$ cat src/rdc_pkg.sv
`timescale 1ns / 1ps
`default_nettype none

package rdc_pkg;

    // Base clamp limits and ASCII anchors
    localparam logic [5:0] BASE_MIN      = 6'd2;
    localparam logic [5:0] BASE_MAX      = 6'd36;
    localparam logic [5:0] DECIMAL_LIMIT = 6'd10;
    localparam logic [6:0] ASCII_ZERO    = 7'h30;
    localparam logic [6:0] ASCII_UPPER_A = 7'h41;

    // Controller states
    typedef enum logic [2:0] {
        ST_IDLE,
        ST_CHECK,
        ST_DIV,
        ST_STORE,
        ST_EMIT
    } state_t;

    // Commands from controller to datapath
    typedef struct packed {
        logic load;
        logic div_init;
        logic div_step;
        logic store;
        logic emit_next;
    } cmd_t;

    // Status from datapath to controller
    typedef struct packed {
        logic q_zero;
        logic div_last;
        logic emit_last;
    } sts_t;

    // Remainder to ASCII digit: '0'..'9', then 'A' onward
    function automatic logic [6:0] digit_to_ascii(input logic [5:0] d);
        logic [6:0] d7;
        d7 = {1'b0, d};
        if (d < DECIMAL_LIMIT)
            return ASCII_ZERO + d7;
        return ASCII_UPPER_A + d7 - {1'b0, DECIMAL_LIMIT};
    endfunction

endpackage

`default_nettype wire

$ cat src/rdc_controller.sv
`timescale 1ns / 1ps
`default_nettype none

module rdc_controller
(
    input  wire             clk,
    input  wire             rst_n,
    input  wire             req_valid,
    output logic            req_stall,
    output logic            char_valid,
    input  wire             char_stall,
    input  rdc_pkg::sts_t   sts,
    output rdc_pkg::cmd_t   cmd
);

    rdc_pkg::state_t state_reg;
    rdc_pkg::state_t state_next;

    // State register
    always_ff @(posedge clk or negedge rst_n)
    begin
        if (!rst_n)
            state_reg <= rdc_pkg::ST_IDLE;
        else
            state_reg <= state_next;
    end

    // Next state and commands
    always_comb
    begin
        state_next = state_reg;
        cmd        = '0;
        req_stall  = 1'b1;
        char_valid = 1'b0;
        unique case (state_reg)
            rdc_pkg::ST_IDLE:
            begin
                req_stall = 1'b0;
                if (req_valid)
                begin
                    cmd.load   = 1'b1;
                    state_next = rdc_pkg::ST_CHECK;
                end
            end
            rdc_pkg::ST_CHECK:
            begin
                // quotient exhausted: field is complete
                if (sts.q_zero)
                    state_next = rdc_pkg::ST_EMIT;
                else
                begin
                    cmd.div_init = 1'b1;
                    state_next   = rdc_pkg::ST_DIV;
                end
            end
            rdc_pkg::ST_DIV:
            begin
                cmd.div_step = 1'b1;
                if (sts.div_last)
                    state_next = rdc_pkg::ST_STORE;
            end
            rdc_pkg::ST_STORE:
            begin
                cmd.store  = 1'b1;
                state_next = rdc_pkg::ST_CHECK;
            end
            rdc_pkg::ST_EMIT:
            begin
                char_valid = 1'b1;
                if (!char_stall)
                begin
                    cmd.emit_next = 1'b1;
                    if (sts.emit_last)
                        state_next = rdc_pkg::ST_IDLE;
                end
            end
            default:
            begin
                state_next = rdc_pkg::ST_IDLE;
            end
        endcase
    end

endmodule

`default_nettype wire

$ cat src/rdc_datapath.sv
`timescale 1ns / 1ps
`default_nettype none

module rdc_datapath
#(
    parameter int FIELD_DIGITS = 7,
    parameter int VALUE_WIDTH  = 32,
    localparam int QW    = VALUE_WIDTH - 1,
    localparam int POS_W = (FIELD_DIGITS > 1) ? $clog2(FIELD_DIGITS) : 1,
    localparam int CNT_W = $clog2(QW)
)
(
    input  wire                     clk,
    input  wire                     rst_n,
    input  wire  [VALUE_WIDTH-1:0]  value,
    input  wire  [5:0]              base,
    input  rdc_pkg::cmd_t           cmd,
    output rdc_pkg::sts_t           sts,
    output logic [6:0]              digit_char,
    output logic [POS_W-1:0]        position,
    output logic                    overflow,
    output logic                    last
);

    localparam logic [POS_W-1:0] POS_LAST = POS_W'(FIELD_DIGITS - 1);
    localparam logic [CNT_W-1:0] STEP_LAST = CNT_W'(QW - 1);

    logic [QW-1:0]    quotient_reg;
    logic [QW-1:0]    quotient_next;
    logic [5:0]       base_reg;
    logic [5:0]       base_next;
    logic [5:0]       rem_reg;
    logic [5:0]       rem_next;
    logic [CNT_W-1:0] step_reg;
    logic [CNT_W-1:0] step_next;
    logic [POS_W-1:0] fill_reg;
    logic [POS_W-1:0] fill_next;
    logic             full_reg;
    logic             full_next;
    logic             ovf_reg;
    logic             ovf_next;
    logic [POS_W-1:0] emit_reg;
    logic [POS_W-1:0] emit_next;
    logic [6:0]       char_store_reg [FIELD_DIGITS];

    logic [6:0]       trial;
    logic             fits;
    logic [6:0]       trial_sub;

    // One restoring division step: shift in the next quotient bit
    always_comb
    begin
        trial     = {rem_reg, quotient_reg[QW-1]};
        fits      = (trial >= {1'b0, base_reg});
        trial_sub = trial - {1'b0, base_reg};
    end

    // Next values of the working registers
    always_comb
    begin
        quotient_next = quotient_reg;
        base_next     = base_reg;
        rem_next      = rem_reg;
        step_next     = step_reg;
        fill_next     = fill_reg;
        full_next     = full_reg;
        ovf_next      = ovf_reg;
        emit_next     = emit_reg;
        priority if (cmd.load)
        begin
            // negative values convert as zero
            quotient_next = value[VALUE_WIDTH-1] ? '0 : value[QW-1:0];
            if (base < rdc_pkg::BASE_MIN)
                base_next = rdc_pkg::BASE_MIN;
            else if (base > rdc_pkg::BASE_MAX)
                base_next = rdc_pkg::BASE_MAX;
            else
                base_next = base;
            fill_next = POS_LAST;
            full_next = 1'b0;
            ovf_next  = 1'b0;
            emit_next = '0;
        end
        else if (cmd.div_init)
        begin
            rem_next  = '0;
            step_next = '0;
        end
        else if (cmd.div_step)
        begin
            rem_next      = fits ? trial_sub[5:0] : trial[5:0];
            quotient_next = {quotient_reg[QW-2:0], fits};
            step_next     = step_reg + CNT_W'(1);
        end
        else if (cmd.store)
        begin
            // keep the low-order digits, flag the rest
            if (full_reg)
                ovf_next = 1'b1;
            else if (fill_reg == '0)
                full_next = 1'b1;
            else
                fill_next = fill_reg - POS_W'(1);
        end
        else if (cmd.emit_next)
        begin
            emit_next = (emit_reg == POS_LAST) ? '0 : emit_reg + POS_W'(1);
        end
    end

    // Control registers
    always_ff @(posedge clk or negedge rst_n)
    begin
        if (!rst_n)
        begin
            step_reg <= '0;
            fill_reg <= POS_LAST;
            full_reg <= 1'b0;
            ovf_reg  <= 1'b0;
            emit_reg <= '0;
        end
        else
        begin
            step_reg <= step_next;
            fill_reg <= fill_next;
            full_reg <= full_next;
            ovf_reg  <= ovf_next;
            emit_reg <= emit_next;
        end
    end

    // Payload registers
    always_ff @(posedge clk)
    begin
        quotient_reg <= quotient_next;
        base_reg     <= base_next;
        rem_reg      <= rem_next;
    end

    // Character field: cleared per item, written right to left
    always_ff @(posedge clk)
    begin
        if (cmd.load)
        begin
            for (int i = 0; i < FIELD_DIGITS; i++)
                char_store_reg[i] <= '0;
        end
        else if (cmd.store && !full_reg)
        begin
            char_store_reg[fill_reg] <= rdc_pkg::digit_to_ascii(rem_reg);
        end
    end

    // Status and result fields
    always_comb
    begin
        sts.q_zero    = (quotient_reg == '0);
        sts.div_last  = (step_reg == STEP_LAST);
        sts.emit_last = (emit_reg == POS_LAST);
        digit_char    = char_store_reg[emit_reg];
        position      = emit_reg;
        overflow      = ovf_reg;
        last          = (emit_reg == POS_LAST);
    end

endmodule

`default_nettype wire

$ cat src/radix_digit_converter.sv
//  channel | signals                          | direction | item
//  --------+----------------------------------+-----------+-----------------------------
//  req     | req_valid req_stall value base   | in        | integer and radix
//  char    | char_valid char_stall digit_char | out       | one character of the field,
//          | position overflow last           |           | FIELD_DIGITS items per req
//
//  Each digit takes one check, VALUE_WIDTH - 1 steps of the bit-serial divider
//  and one store. Zero and negative values have no digits. One item is worked
//  on at a time; req_stall stays high until the last character is taken. Reset
//  is asynchronous, active low, and needs no sweep.
`timescale 1ns / 1ps
`default_nettype none

module radix_digit_converter
#(
    parameter int FIELD_DIGITS = 7,
    parameter int VALUE_WIDTH  = 32,
    localparam int POS_W = (FIELD_DIGITS > 1) ? $clog2(FIELD_DIGITS) : 1
)
(
    input  wire                     clk,
    input  wire                     rst_n,
    input  wire                     req_valid,
    output logic                    req_stall,
    input  wire  [VALUE_WIDTH-1:0]  value,
    input  wire  [5:0]              base,
    output logic                    char_valid,
    input  wire                     char_stall,
    output logic [6:0]              digit_char,
    output logic [POS_W-1:0]        position,
    output logic                    overflow,
    output logic                    last
);

    rdc_pkg::cmd_t cmd;
    rdc_pkg::sts_t sts;

    // Sequencer
    rdc_controller u_ctrl
    (
        .clk        (clk),
        .rst_n      (rst_n),
        .req_valid  (req_valid),
        .req_stall  (req_stall),
        .char_valid (char_valid),
        .char_stall (char_stall),
        .sts        (sts),
        .cmd        (cmd)
    );

    // Divider, digit field and result fields
    rdc_datapath
    #(
        .FIELD_DIGITS (FIELD_DIGITS),
        .VALUE_WIDTH  (VALUE_WIDTH)
    )
    u_dp
    (
        .clk        (clk),
        .rst_n      (rst_n),
        .value      (value),
        .base       (base),
        .cmd        (cmd),
        .sts        (sts),
        .digit_char (digit_char),
        .position   (position),
        .overflow   (overflow),
        .last       (last)
    );

endmodule

`default_nettype wire

$ cat config.mk
export PLATFORM = sky130hd
export DESIGN_NAME = radix_digit_converter
export DESIGN_NICKNAME = d
export VERILOG_FILES = /design/src/rdc_pkg.sv /design/src/rdc_controller.sv /design/src/rdc_datapath.sv /design/src/radix_digit_converter.sv
export SDC_FILE = /design/constraint.sdc
export NUM_CORES = 1
export LEC_CHECK = 0
export ABC_AREA = 1
export BUFFER_PORTS_ARGS = -buffer_cell sky130_fd_sc_hd__buf_2
export CORE_AREA = 2 2 123 125
export CTS_CLUSTER_SIZE = 30
export DETAILED_ROUTE_END_ITERATION = 10
export DIE_AREA = 0 0 125 127
export GPL_ROUTABILITY_DRIVEN = 0
export PLACE_DENSITY_LB_ADDON = 0.3
export SKIP_LAST_GASP = 1
export SLEW_MARGIN = 15
export SYNTH_ARGS = -nofsm -noshare
export SYNTH_HDL_FRONTEND = slang
export SYNTH_SLANG_ARGS = --single-unit
export TNS_END_PERCENT = 30
$ cat constraint.sdc
create_clock -name clk -period 2.3 [get_ports clk]
set_input_delay 0.115 -clock clk [delete_from_list [all_inputs] [get_ports clk]]
set_output_delay 0.115 -clock clk [all_outputs]
set_load 0.01 [all_outputs]
# --- After elaboration in Yosys (flattened, before gate mapping) ---
# Memories as Yosys holds them, arrays and structs flattened.
# Cells that the tools add are included.
totals:
  output_inout_bits: 14
  elab_cells: 120
  mem_bits_rw: 49
  n_memories: 1
  latch_bits: 0
  regBits: 59
  in_bits: 42
  mem_bits_ro: 0
memory_table:
  columns: ["name", "words", "word_bits", "rd", "rd_ports_with_merged_regs", "wr", "line_no", "source"]
  rows:
  - ["u_dp.char_store_reg", 7, 7, 1, 0, 7, "rdc_datapath.sv:44", "logic [6:0] char_store_reg [FIELD_DIGITS];"]
classes:
  n_eq_ne: 15
  n_reduce_logical: 19
  order_cmp: 4
  addsub: 7
  bitwise_logic: 1
  n_mux: 63
  shifts: 0
  n_mul: 0
  n_div: 0
op_table:
  columns: ["cell", "n"]
  rows:
  - ["2-to-1 mux 31 bit", 4]
  - ["2-to-1 mux 3 bit", 18]
  - ["2-to-1 mux 7 bit", 5]
  - ["logical NOT 31 bit", 1]
  - ["2-to-1 mux 1 bit", 30]
  - ["2-to-1 mux 6 bit", 3]
  - ["one-hot mux 3 bit (5 select lines)", 1]
  - ["!= test 2 bit (second input constant)", 7]
  - ["AND reduction 4 bit", 3]
  - ["2-to-1 mux 5 bit", 2]
  - ["nonzero test 2 bit", 5]
  - ["adder 6 x 6 -> 7 bit (first input constant)", 1]
  - ["adder 7 x 6 -> 7 bit (first input constant)", 1]
  - ["greater-or-equal comparator 7 x 6 -> 1 bit", 1]
  - ["OR reduction 7 bit", 1]
  - ["subtractor 7 x 4 -> 7 bit (second input constant)", 1]
  - ["== test 3 x 2 -> 1 bit (second input constant)", 2]
  - ["== test 3 bit (second input constant)", 2]
  - ["> comparator 6 bit (second input constant)", 1]
  - ["logical NOT 3 bit", 2]
  - ["< comparator 6 x 2 -> 1 bit (second input constant)", 1]
  - ["< comparator 6 x 4 -> 1 bit (second input constant)", 1]
  - ["subtractor 6 bit", 1]
  - ["adder 5 x 1 -> 5 bit (second input constant)", 1]
  - ["other kinds (12)", 14]

# --- Logic depth before layout (Yosys ltp) ---
# Gate-level depths: netlist of the first run.
logic_depth:
  word_depth: 9
  depth_mapped: 11
  mapped_depth_nobuf: 11

# --- By module ---
# Synthesis of the first run repeated with hierarchy kept, for this count alone.
hier_totals:
  cells_unflattened: 653
  area_unflattened_um2: 5868.1
modules_own_cells:
  columns: ["mod", "n_inst", "cells_per_inst", "seq_area_each_um2", "area_each_um2"]
  rows:
  - ["rdc_datapath", 1, 622, 3230.6, 5674.2]
  - ["rdc_controller", 1, 31, 75.1, 193.9]

# --- Worst setup path after synthesis of the first run ---
# Ideal clock, no wire load.
synth_timing:
  path_type: "register to register"
  from: "register u_ctrl.state_reg[0]"
  to: "register u_dp.quotient_reg[0] (enable)"
  required_time_ns: 1.912
  path_buffers: 2
  synth_period_minus_slack_ns: 2.205
  setup_ns: 0.388
  stages_incl_launch_ff: 6
  t_arrival_ns: 1.816
  setup_slack_ns: 0.095
  path_cell_list: "dfrtp_1 nor2_1 nand3_2 buf_2 buf_2 nand2_1"
synth_between:
  elab_chain_len: 4
  elab_cells_between_ends: 9
  cone_classes: "eq/ne: 3; mux: 3; reduce/logical: 3"
synth_rtl:
  columns: ["item", "line_no", "source"]
  rows:
  - ["from (decl)", "rdc_controller.sv:16", "rdc_pkg::state_t state_reg;"]
  - ["from (signal assigned)", "rdc_controller.sv:23", "state_reg <= rdc_pkg::ST_IDLE;"]
  - ["from (signal assigned)", "rdc_controller.sv:25", "state_reg <= state_next;"]
  - ["== test 3 x 1 -> 1 bit (tied with other cells)", "rdc_controller.sv:35", "unique case (state_reg)"]
  - ["2-to-1 mux 1 bit", "rdc_controller.sv:35", null]
  - ["!= test 2 x 1 -> 1 bit (no line) or nonzero test 2 bit (tied branches)", null, null]
  - ["AND reduction 2 bit (no line) *", null, null]
  - ["to (signal assigned)", "rdc_datapath.sv:135", "quotient_reg <= quotient_next;"]
  - ["to (decl)", "rdc_datapath.sv:28", "logic [QW-1:0] quotient_reg;"]
# Mark *: on every way between the ends. The rest lies on a longest branch, timed or not.
# A chain may end at the register's enable or synchronous reset.

==> metrics.csv, run 1 <==
metric,value,unit
status,"finished, final reports clean",
Setup TNS,0,ns
top_reg_cell synth,edfxtp_1,
met1 wire length,5860,µm
area grow syn2layout,19.8,%
Pins Over Slew Limit,0,
crit path max fanout,13,
# clock sinks,115,
initial antenna violation count,0,
Max IR drop VDD,0.826,mV
PortBufs,55,
Yosys warning total,0,
Worst Hold Path EP,u_dp.base_reg[0]$_SDFFCE_PP0N_,
main combinational cell family by area after synthesis,simple AND/OR/NAND/NOR gates,
largest net degree at the start of global routing,62,
Max-slew headroom,48.8,%
TritonCTS clock tree,yes,
Synth area leaders,"edfxtp_1 (47%), nand2_1 (10%), nor2_1 (7.2%)",
Setup Skew,0.00487,ns
Reg2Reg Setup Slack,0.21,ns
R2R depth,7,
initial core utilization,40.7,%
clk root buf,clkbuf_16,
Leak Pwr,0.00308,µW
wire per inst,13.9,µm
Synth Register Bits,115,
DR top layer,met4,
cells after synthesis,670,
Final Hold Viols,0,
Hold WC Path Type,input pin to flip-flop,
Longest Clk Path Bufs,2,
die width,125,µm
Die Area,15900,µm²
vias in the first global route,4586,
clk_lat worst skew,0.41,ns
cell taking the most area after synthesis,edfxtp_1,
min Tclk post-route,2.09,ns
share of layout cells above drive strength 1,15.3,%
HPWL after detailed placement,9450,µm
Syn Area/Cell,8.75,µm²
Unique masters post-synth,41,
max reg flops,56,
Final ANT Viol Nets,0,
DRC errors left,0,
post-synthesis sequential area ratio,56.4,%
Hold Startpoint,base[0],
Vias,4703,
Fill cells,1404,
period utilisation layout,90.8,%
Core Rows,44,
Post-synth EDFFs,92,
Synth top area share,47.1,%
routed wire length,13000,µm
Synth Area in Simple Gates,24.0,%
Synth Area in Adders,2.90,%
TritonCTS Buffers,17,
RSZ-0062 raised after global routing,false,
nets,794,
met3 WL,648,µm
vias per inst,5.02,
ys async rst share,13.9,%
Syn Std Cell Area,5860,µm²
worst r2r src,u_ctrl.state_reg[2]$_DFFE_PN0P_,
total power,10300,µW
Hold Slack,0.0172,ns
post-synthesis compound-gate area fraction,9.58,%
# Max-Cap Violations,0,
TritonRoute pass-1 iters,5,
mux cell area share after synthesis,0,%
Post-Route Utilization,48.7,%
Setup crit end kind,flip-flop,
worst-margin pin slew,0.760,ns
hold depth,3,
Mapped Nets,725,
num ports,56,
first-pass GRT wire length,21800,µm
worst flop-to-flop path endpoint,u_dp.char_store_reg[0][0]$_SDFFCE_PN0P_,
CTS H-tree lvls,4,
die span in y,127,µm
CP required,2.38,ns
Initial DRC Count,362,
placeable core region,14400,µm²
diode count,0,
crit path DAT,2.17,ns
GRT Util Overall,17.2,%
Worst-path clk slew,0.05,ns
Synth Area in XOR/XNOR,1.05,%
Power per Cell Area,1460,nW/µm²
Setup Viol. Count Final,0,
fmax,479,MHz
crit start category,flip-flop,
DR WL met2,6130,µm
critical path class,flip-flop to flip-flop,
GRT Residual Overflow,0,
==> cell type report <==
| type | count | area [µm²] | area share [%] |
|---|---|---|---|
| Clock buffer | 17 | 425 | 6.05 |
| Inverter | 71 | 267 | 3.79 |
| Multi-Input combinational cell | 463 | 2200 | 31.3 |
| Tap cell | 184 | 230 | 3.28 |
| Clock inverter | 15 | 170 | 2.42 |
| Timing Repair Buffer | 71 | 428 | 6.09 |
| Sequential cell | 115 | 3310 | 47.0 |
==> worst max-delay path by stage <==
| stage | start | end |
|---|---|---|
| floorplan | u_ctrl.state_reg[0]$_DFFE_PN0P_ | u_dp.quotient_reg[0]$_DFFE_PP_ |
| global placement | u_ctrl.state_reg[2]$_DFFE_PN0P_ | u_dp.char_store_reg[0][0]$_SDFFCE_PN0P_ |
| detailed placement | u_ctrl.state_reg[2]$_DFFE_PN0P_ | u_dp.char_store_reg[0][0]$_SDFFCE_PN0P_ |
| CTS | u_dp.position[0]$_DFFE_PN0P_ | digit_char[1] |
| global route | u_ctrl.state_reg[2]$_DFFE_PN0P_ | u_dp.char_store_reg[3][6]$_SDFFCE_PN0P_ |
| finish | u_ctrl.state_reg[2]$_DFFE_PN0P_ | u_dp.char_store_reg[0][0]$_SDFFCE_PN0P_ |
==> cell usage after synthesis, types with 5 or more instances <==
| cell type | count |
|---|---|
| inv_1 | 65 |
| a21oi_1 | 23 |
| edfxtp_1 | 92 |
| dfxtp_1 | 7 |
| dfrtp_1 | 14 |
| clkbuf_1 | 12 |
| o21ai_0 | 61 |
| nand2_1 | 164 |
| buf_2 | 7 |
| nor2_1 | 112 |
| nand3_1 | 43 |
| ha_1 | 12 |
| o211ai_1 | 5 |
==> cell families (layout without fill, tap and decap cells) <==
group / count (synthesis) / after routing
flops: 115 / 115
xor+xnor: 7 / 7
fa+ha+maj: 13 / 13
buf+inv: 92 / 174
simple gates: 339 / 339
compound gates: 104 / 104
==> per-stage QoR <==
| step | std cells | worst slack, ns | instance area [µm²] |
|---|---|---|---|
| 2_1_floorplan | 670 | 0.0952 | 5860 |
| 3_3_place_gp | 901 | 0.333 | 6400 |
| 3_5_place_dp | 901 | 0.237 | 6400 |
| 4_1_cts | 936 | 0.198 | 7030 |
| 5_1_grt | 936 | 0.0235 | 7030 |
| 6_report | 936 | 0.212 | 7030 |
==> layer usage <==
layer  up-vias  GRT usage [%]
li1       2367              -
met5         -              0
met2       151           27.8
met1      2154           21.9
met3        31           4.52
met4         0           7.71
==> power breakdown <==
| part | switching [µW] | internal, µW | total, µW |
|---|---|---|---|
| sequential | 460 | 3340 | 3800 |
| clock | 883 | 1770 | 2660 |
| combinational | 2550 | 1280 | 3830 |
==> layout by cell type (no fill, tap or decap), types with 2 or more instances in the layout <==
cell and count:
nor3_2 3, dlygate4sd3_1 3, buf_2 55, inv_1 65, nand2_1 164, nand3_1 43, clkbuf_16 17, clkinv_2 4
xnor2_1 3, nand4_1 3, xor2_1 4, o21ai_0 61, o211ai_1 5, nand3_2 2, dfstp_2 2, o21ai_1 3
buf_12 2, a211oi_1 2, nor2_2 2, nor2_1 112, ha_1 12, or2_2 3, dfrtp_1 14, edfxtp_1 92
buf_4 11, clkinv_1 8, a31oi_1 3, nand2_2 2, bufinv_16 4, a21oi_1 23, nor3_1 2, dfxtp_1 7
inv_2 4
==> repair_timing <==
| item | in CTS | in global routing |
|---|---|---|
| setup buffers | 0 | 0 |
| hold buffers | 3 | 0 |
| resized for setup | 0 | 0 |
| endpoints found under the hold margin | 18 | 0 |
==> worst max-delay path: stages, from the launching register on <==
cell     delay, ns
dfrtp_1       0.43
inv_2         0.12
nand3_2       0.11
nor2_4        0.26
inv_1         0.17
nor3_2        0.16
nand2_1       0.20
nand2_1       0.30
Note: power is estimated with default switching activity, not from simulation.
==> inputs of run 2 (changes only) <==
--- a/config.mk
+++ b/config.mk
@@ -13,6 +13,7 @@
 export DIE_AREA = 0 0 125 127
 export GPL_ROUTABILITY_DRIVEN = 0
 export PLACE_DENSITY_LB_ADDON = 0.3
+export RECOVER_POWER = 100
 export SKIP_LAST_GASP = 1
 export SLEW_MARGIN = 15
 export SYNTH_ARGS = -nofsm -noshare
==> run 2 against run 1 <==
- fmax up 0.15%
- final cell count unchanged
- non-clock buffer count unchanged
- highest routed layer unchanged
==> metrics.csv, run 2 (synthesized netlist as in run 1, its figures left out) <==
metric,value,unit
crit path max fanout,28,
worst-margin pin slew,0.940,ns
highest-count cells in the layout ignoring fill and taps,"nand2_1 (166), nor2_1 (114), edfxtp_1 (92)",
crit start category,flip-flop,
Setup Viol. Count Final,0,
share of layout cells above drive strength 1,12.1,%
nets,794,
initial antenna violation count,0,
Crit. Startpoint,u_dp.position[0]$_DFFE_PN0P_,
crit path DAT,1.97,ns
CTS H-tree lvls,4,
Setup Skew,0.00727,ns
initial core utilization,40.7,%
CP max-delay cell,dfrtp_1,
Flop pwr share,37.4,%
Initial DRC Count,306,
Vias,4692,
Max-slew headroom,37.3,%
Worst-path clk slew,0.05,ns
clk_lat worst skew,0.42,ns
CP top delay family,buffers and inverters,
Clock Power Share,26.2,%
Core Rows,44,
Hold WC Path Type,input pin to flip-flop,
Setup TNS,0,ns
max reg flops,56,
CP cell instances,"clkinv_1, buf_4, nand2_1, o21ai_0, nor2_1, a41oi_1, clkbuf_2",
GRT Residual Overflow,0,
Final ANT Viol Nets,0,
met3 WL,621,µm
die span in y,127,µm
diode count,0,
DRC errors left,0,
CP required,2.18,ns
P_sw,3880,µW
routed wire length,13000,µm
WP buf/inv,3,
TritonCTS clock tree,yes,
GRT Util Overall,17.2,%
Sw Share,38.1,%
Leak Pwr,0.00302,µW
# clock sinks,115,
critical path class,flip-flop to output port,
area grow syn2layout,18.8,%
wire per inst,13.9,µm
vias in the first global route,4586,
DR top layer,met4,
Setup crit end kind,output port,
period utilisation layout,90.6,%
# Max-Cap Violations,0,
TritonCTS Buffers,17,
"commonest non-fill, non-tap cell in the layout",nand2_1,
Die Area,15900,µm²
Final Hold Viols,0,
clk root buf,clkbuf_16,
HPWL after detailed placement,9450,µm
PortBufs,55,
first-pass GRT wire length,21800,µm
num ports,56,
TritonRoute pass-1 iters,6,
Crit path largest cell delay,0.37,ns
Hold Startpoint,base[0],
fmax,480,MHz
min Tclk post-route,2.08,ns
Longest Clk Path Bufs,2,
DR WL met2,6140,µm
cell-internal power,6300,µW
Max IR drop VDD,0.827,mV
RSZ-0062 raised after global routing,false,
status,"finished, final reports clean",
Power per Cell Area,1460,nW/µm²
Pins Over Slew Limit,0,
die width,125,µm
combinational power share,36.5,%
vias per inst,5.01,
worst r2r src,u_ctrl.state_reg[0]$_DFFE_PN0P_,
Post-Route Utilization,48.3,%
met1 wire length,5920,µm
largest net degree at the start of global routing,62,
placeable core region,14400,µm²
[run 2: changes by cell type in the layout (fill, tap and decap cells not counted), sizes merged]
cell	previous run	this run
buf	68	47
clkbuf	17	38
[run 2: power by group through the flow]
stage          Sequential (µW)  Clock (µW)  Combinational, µW
3_3_place_gp              3800           0               3740
6_report                  3800        2660               3710
2_1_floorplan             3690           0               2710
4_1_cts                   3800        2690               3860
5_1_grt                   3900        2790               4260
3_5_place_dp              3830           0               3830
[run 2: per-stage QoR]
stage               cells  setup WS [ns]  power [µW]  cell area (µm²)  hold slack, ns
global placement      901          0.333        7540             6400          0.0640
CTS                   936          0.198       10300             7030         0.00743
global route          936         0.0139       11000             6960          0.0284
detailed placement    901          0.237        7650             6400          0.0691
floorplan             670         0.0952        6400             5860          -0.181
finish                936          0.215       10200             6960          0.0180
[run 2: cell type report]
class / count / area [µm²]
well taps: 184 / 230
clock buffers: 17 / 425
repair buffers: 71 / 380
multi-input cells: 463 / 2190
inverters: 71 / 267
flip-flops and latches: 115 / 3310
fillers: 1416 / 7460
clock inverters: 15 / 170
[run 2: metal layers]
metal | vias to the layer above | global-route usage (%)
li1 | 2365 | -
met1 | 2156 | 21.9
met2 | 142 | 27.8
met3 | 29 | 4.52
met4 | 0 | 7.71
met5 | - | 0
[run 2: timing repair]
action	CTS	global route
buffers inserted	0	0
setup endpoints to repair	0	0
endpoints found under the hold margin	18	0
hold buffers	3	0
gates resized for setup	0	0
[run 2: worst register-to-register path, stage by stage (launching register included)]
cell and delay [ns]:
dfrtp_1 0.44, nor2_1 0.19, nand3_1 0.29, buf_12 0.29
nand2_1 0.09, clkbuf_4 0.41
[run 2: final timing paths]
check | slack [ns] | cells past startpoint | to
worst max-delay path | 0.22 | 7 | digit_char[1]
worst min-delay path | 0.02 | 3 | u_dp.base_reg[0]$_SDFFCE_PP0N_
worst max register to register | 0.23 | 5 | u_dp.quotient_reg[4]$_DFFE_PP_
worst min register to register | 0.47 | 2 | u_dp.char_store_reg[6][0]$_SDFFE_PN0P_
max in group asynchronous | 1.36 | 2 | u_dp.position[2]$_DFFE_PN0P_
min in group asynchronous | 0.36 | 2 | u_dp.step_reg[1]$_DFFE_PN0P_
==> inputs of run 3 (changes only) <==
--- a/config.mk
+++ b/config.mk
@@ -12,6 +12,7 @@
 export DETAILED_ROUTE_END_ITERATION = 10
 export DIE_AREA = 0 0 125 127
 export GPL_ROUTABILITY_DRIVEN = 0
+export GPL_TIMING_DRIVEN = 0
 export PLACE_DENSITY_LB_ADDON = 0.3
 export RECOVER_POWER = 100
 export SKIP_LAST_GASP = 1
@@ -19,4 +20,3 @@
 export SYNTH_ARGS = -nofsm -noshare
 export SYNTH_HDL_FRONTEND = slang
 export SYNTH_SLANG_ARGS = --single-unit
-export TNS_END_PERCENT = 30
==> run 3 against run 2 <==
- clock power is 3% lower
- via count is 0.45% higher
- global-route usage is 1.2 points higher
- flip-flop and latch count stayed put
- sequential share of layout area is 0.17 points lower
- largest power group is now combinational logic
- combinational power is 3% higher
- clock-buffer cell count is 11 higher
- setup slack worse by 0.079 ns
- total power hardly changed
- critical path type unchanged
- critical path depth is 1 higher
==> metrics.csv, run 3 (synthesized netlist as in run 1, its figures left out) <==
metric,value,unit
Setup Skew,0.00752,ns
Setup WS pre-CTS,-0.136,ns
Leak Pwr,0.00301,µW
diode count,0,
Setup Viol. Count Final,0,
placeable core region,14400,µm²
PortBufs,55,
Final Hold Viols,0,
initial core utilization,40.7,%
Power per Cell Area,1460,nW/µm²
critical path class,flip-flop to output port,
die span in y,127,µm
vias in the first global route,4743,
TritonCTS Buffers,17,
Vias,4713,
fmax,462,MHz
GRT Residual Overflow,0,
wire per inst,14.5,µm
crit path max fanout,10,
die width,125,µm
Max-slew headroom,37.3,%
worst-margin pin slew,0.940,ns
share of layout cells above drive strength 1,12.9,%
nets,802,
"commonest non-fill, non-tap cell in the layout",nand2_1,
vias per inst,4.99,
min Tclk post-route,2.16,ns
PnR worst setup slack,0.136,ns
Longest Clk Path Bufs,2,
initial antenna violation count,0,
Core Rows,44,
Die Area,15900,µm²
area grow syn2layout,19.2,%
Worst-path clk slew,0.05,ns
Max IR drop VDD,0.704,mV
Hold WC Path Type,input pin to flip-flop,
DRC errors left,0,
first-pass GRT wire length,23000,µm
clk_lat worst skew,0.42,ns
max reg flops,56,
CTS H-tree lvls,4,
GRT Util Overall,18.4,%
Pins Over Slew Limit,0,
CP required,2.18,ns
Initial DRC Count,390,
largest net degree at the start of global routing,32,
period utilisation layout,94.1,%
num ports,56,
Hold Slack,0.0271,ns
# clock sinks,115,
highest-count cells in the layout ignoring fill and taps,"nand2_1 (164), nor2_1 (113), edfxtp_1 (92)",
routed wire length,13700,µm
# Max-Cap Violations,0,
Setup TNS,0,ns
Setup crit end kind,output port,
status,"finished, final reports clean",
TritonRoute pass-1 iters,5,
HPWL after detailed placement,10000,µm
crit path DAT,2.05,ns
clk root buf,clkbuf_16,
crit start category,flip-flop,
Final ANT Viol Nets,0,
TritonCTS clock tree,yes,
==> run 3: cell types whose count changed in the layout (fill, tap and decap cells not counted), moves of 4 or more <==
cell and change:
clkbuf_1 +12, buf_2 +8, buf_4 -6, clkinv_1 -6
clkbuf_8 +5, o21ai_1 +4
==> run 3: what timing repair did <==
| action | in CTS | in global routing |
|---|---|---|
| setup buffers | 0 | 0 |
| setup endpoints to repair | 42 | 42 |
| hold endpoints to repair | 18 | 0 |
| hold buffers | 3 | 0 |
| resized for setup | 5 | 6 |
==> run 3: layout make-up <==
cell class / count / area (µm²)
flip-flops and latches: 115 / 3310
plain buffers: 21 / 93.8
clock buffers: 28 / 517
well taps: 184 / 230
clock inverters: 4 / 70.1
multi-input cells: 463 / 2210
repair buffers: 58 / 289
inverters: 71 / 272
fillers: 1403 / 7430
==> run 3: routing by layer <==
metal,global-route usage [%],up-vias,wire (µm)
met5,0,-,0
met3,4.65,10,579
met2,31.8,107,6880
li1,-,2380,-
met1,22.6,2216,6110
met4,6.21,0,165
==> run 3: final timing paths <==
kind,start,end,slack (ns),cells after the start
worst max-delay path,u_dp.position[0]$_DFFE_PN0P_,digit_char[2],0.14,8
min in group asynchronous,rst_n,u_dp.step_reg[1]$_DFFE_PN0P_,0.36,2
worst min-delay path,base[0],u_dp.base_reg[0]$_SDFFCE_PP0N_,0.03,3
worst min register to register,u_dp.char_store_reg[6][5]$_SDFFE_PN0P_,u_dp.char_store_reg[6][5]$_SDFFE_PN0P_,0.47,2
worst max register to register,u_ctrl.state_reg[0]$_DFFE_PN0P_,u_dp.quotient_reg[13]$_DFFE_PP_,0.18,5
max in group asynchronous,rst_n,u_dp.step_reg[4]$_DFFE_PN0P_,1.37,2
==> run 3: report_power, final <==
part / leakage [µW] / total (µW) / switching (µW) / internal [µW]
Sequential: 0.00114 / 3790 / 441 / 3350
Combinational: 0.00158 / 3810 / 2630 / 1180
Clock: 0.000289 / 2590 / 861 / 1730
Total: 0.00301 / 10200 / 3930 / 6260
==> run 3: through the flow <==
step	area, µm²	std cells	total power (µW)	util, %
2_1_floorplan	5860	670	6400	-
3_5_place_dp	6370	909	7630	44.2
5_1_grt	6990	944	11000	48.5
6_report	6990	944	10200	48.5
4_1_cts	7000	944	10300	48.5
3_3_place_gp	6370	909	7480	44.2
==> run 3: critical path: stages (launching register included) <==
cell and delay, ns:
dfrtp_1 0.39, buf_2 0.18, clkinv_2 0.15, buf_2 0.25
nand3_1 0.13, o211ai_1 0.17, nor2_1 0.07, a21oi_1 0.14
clkbuf_1 0.16
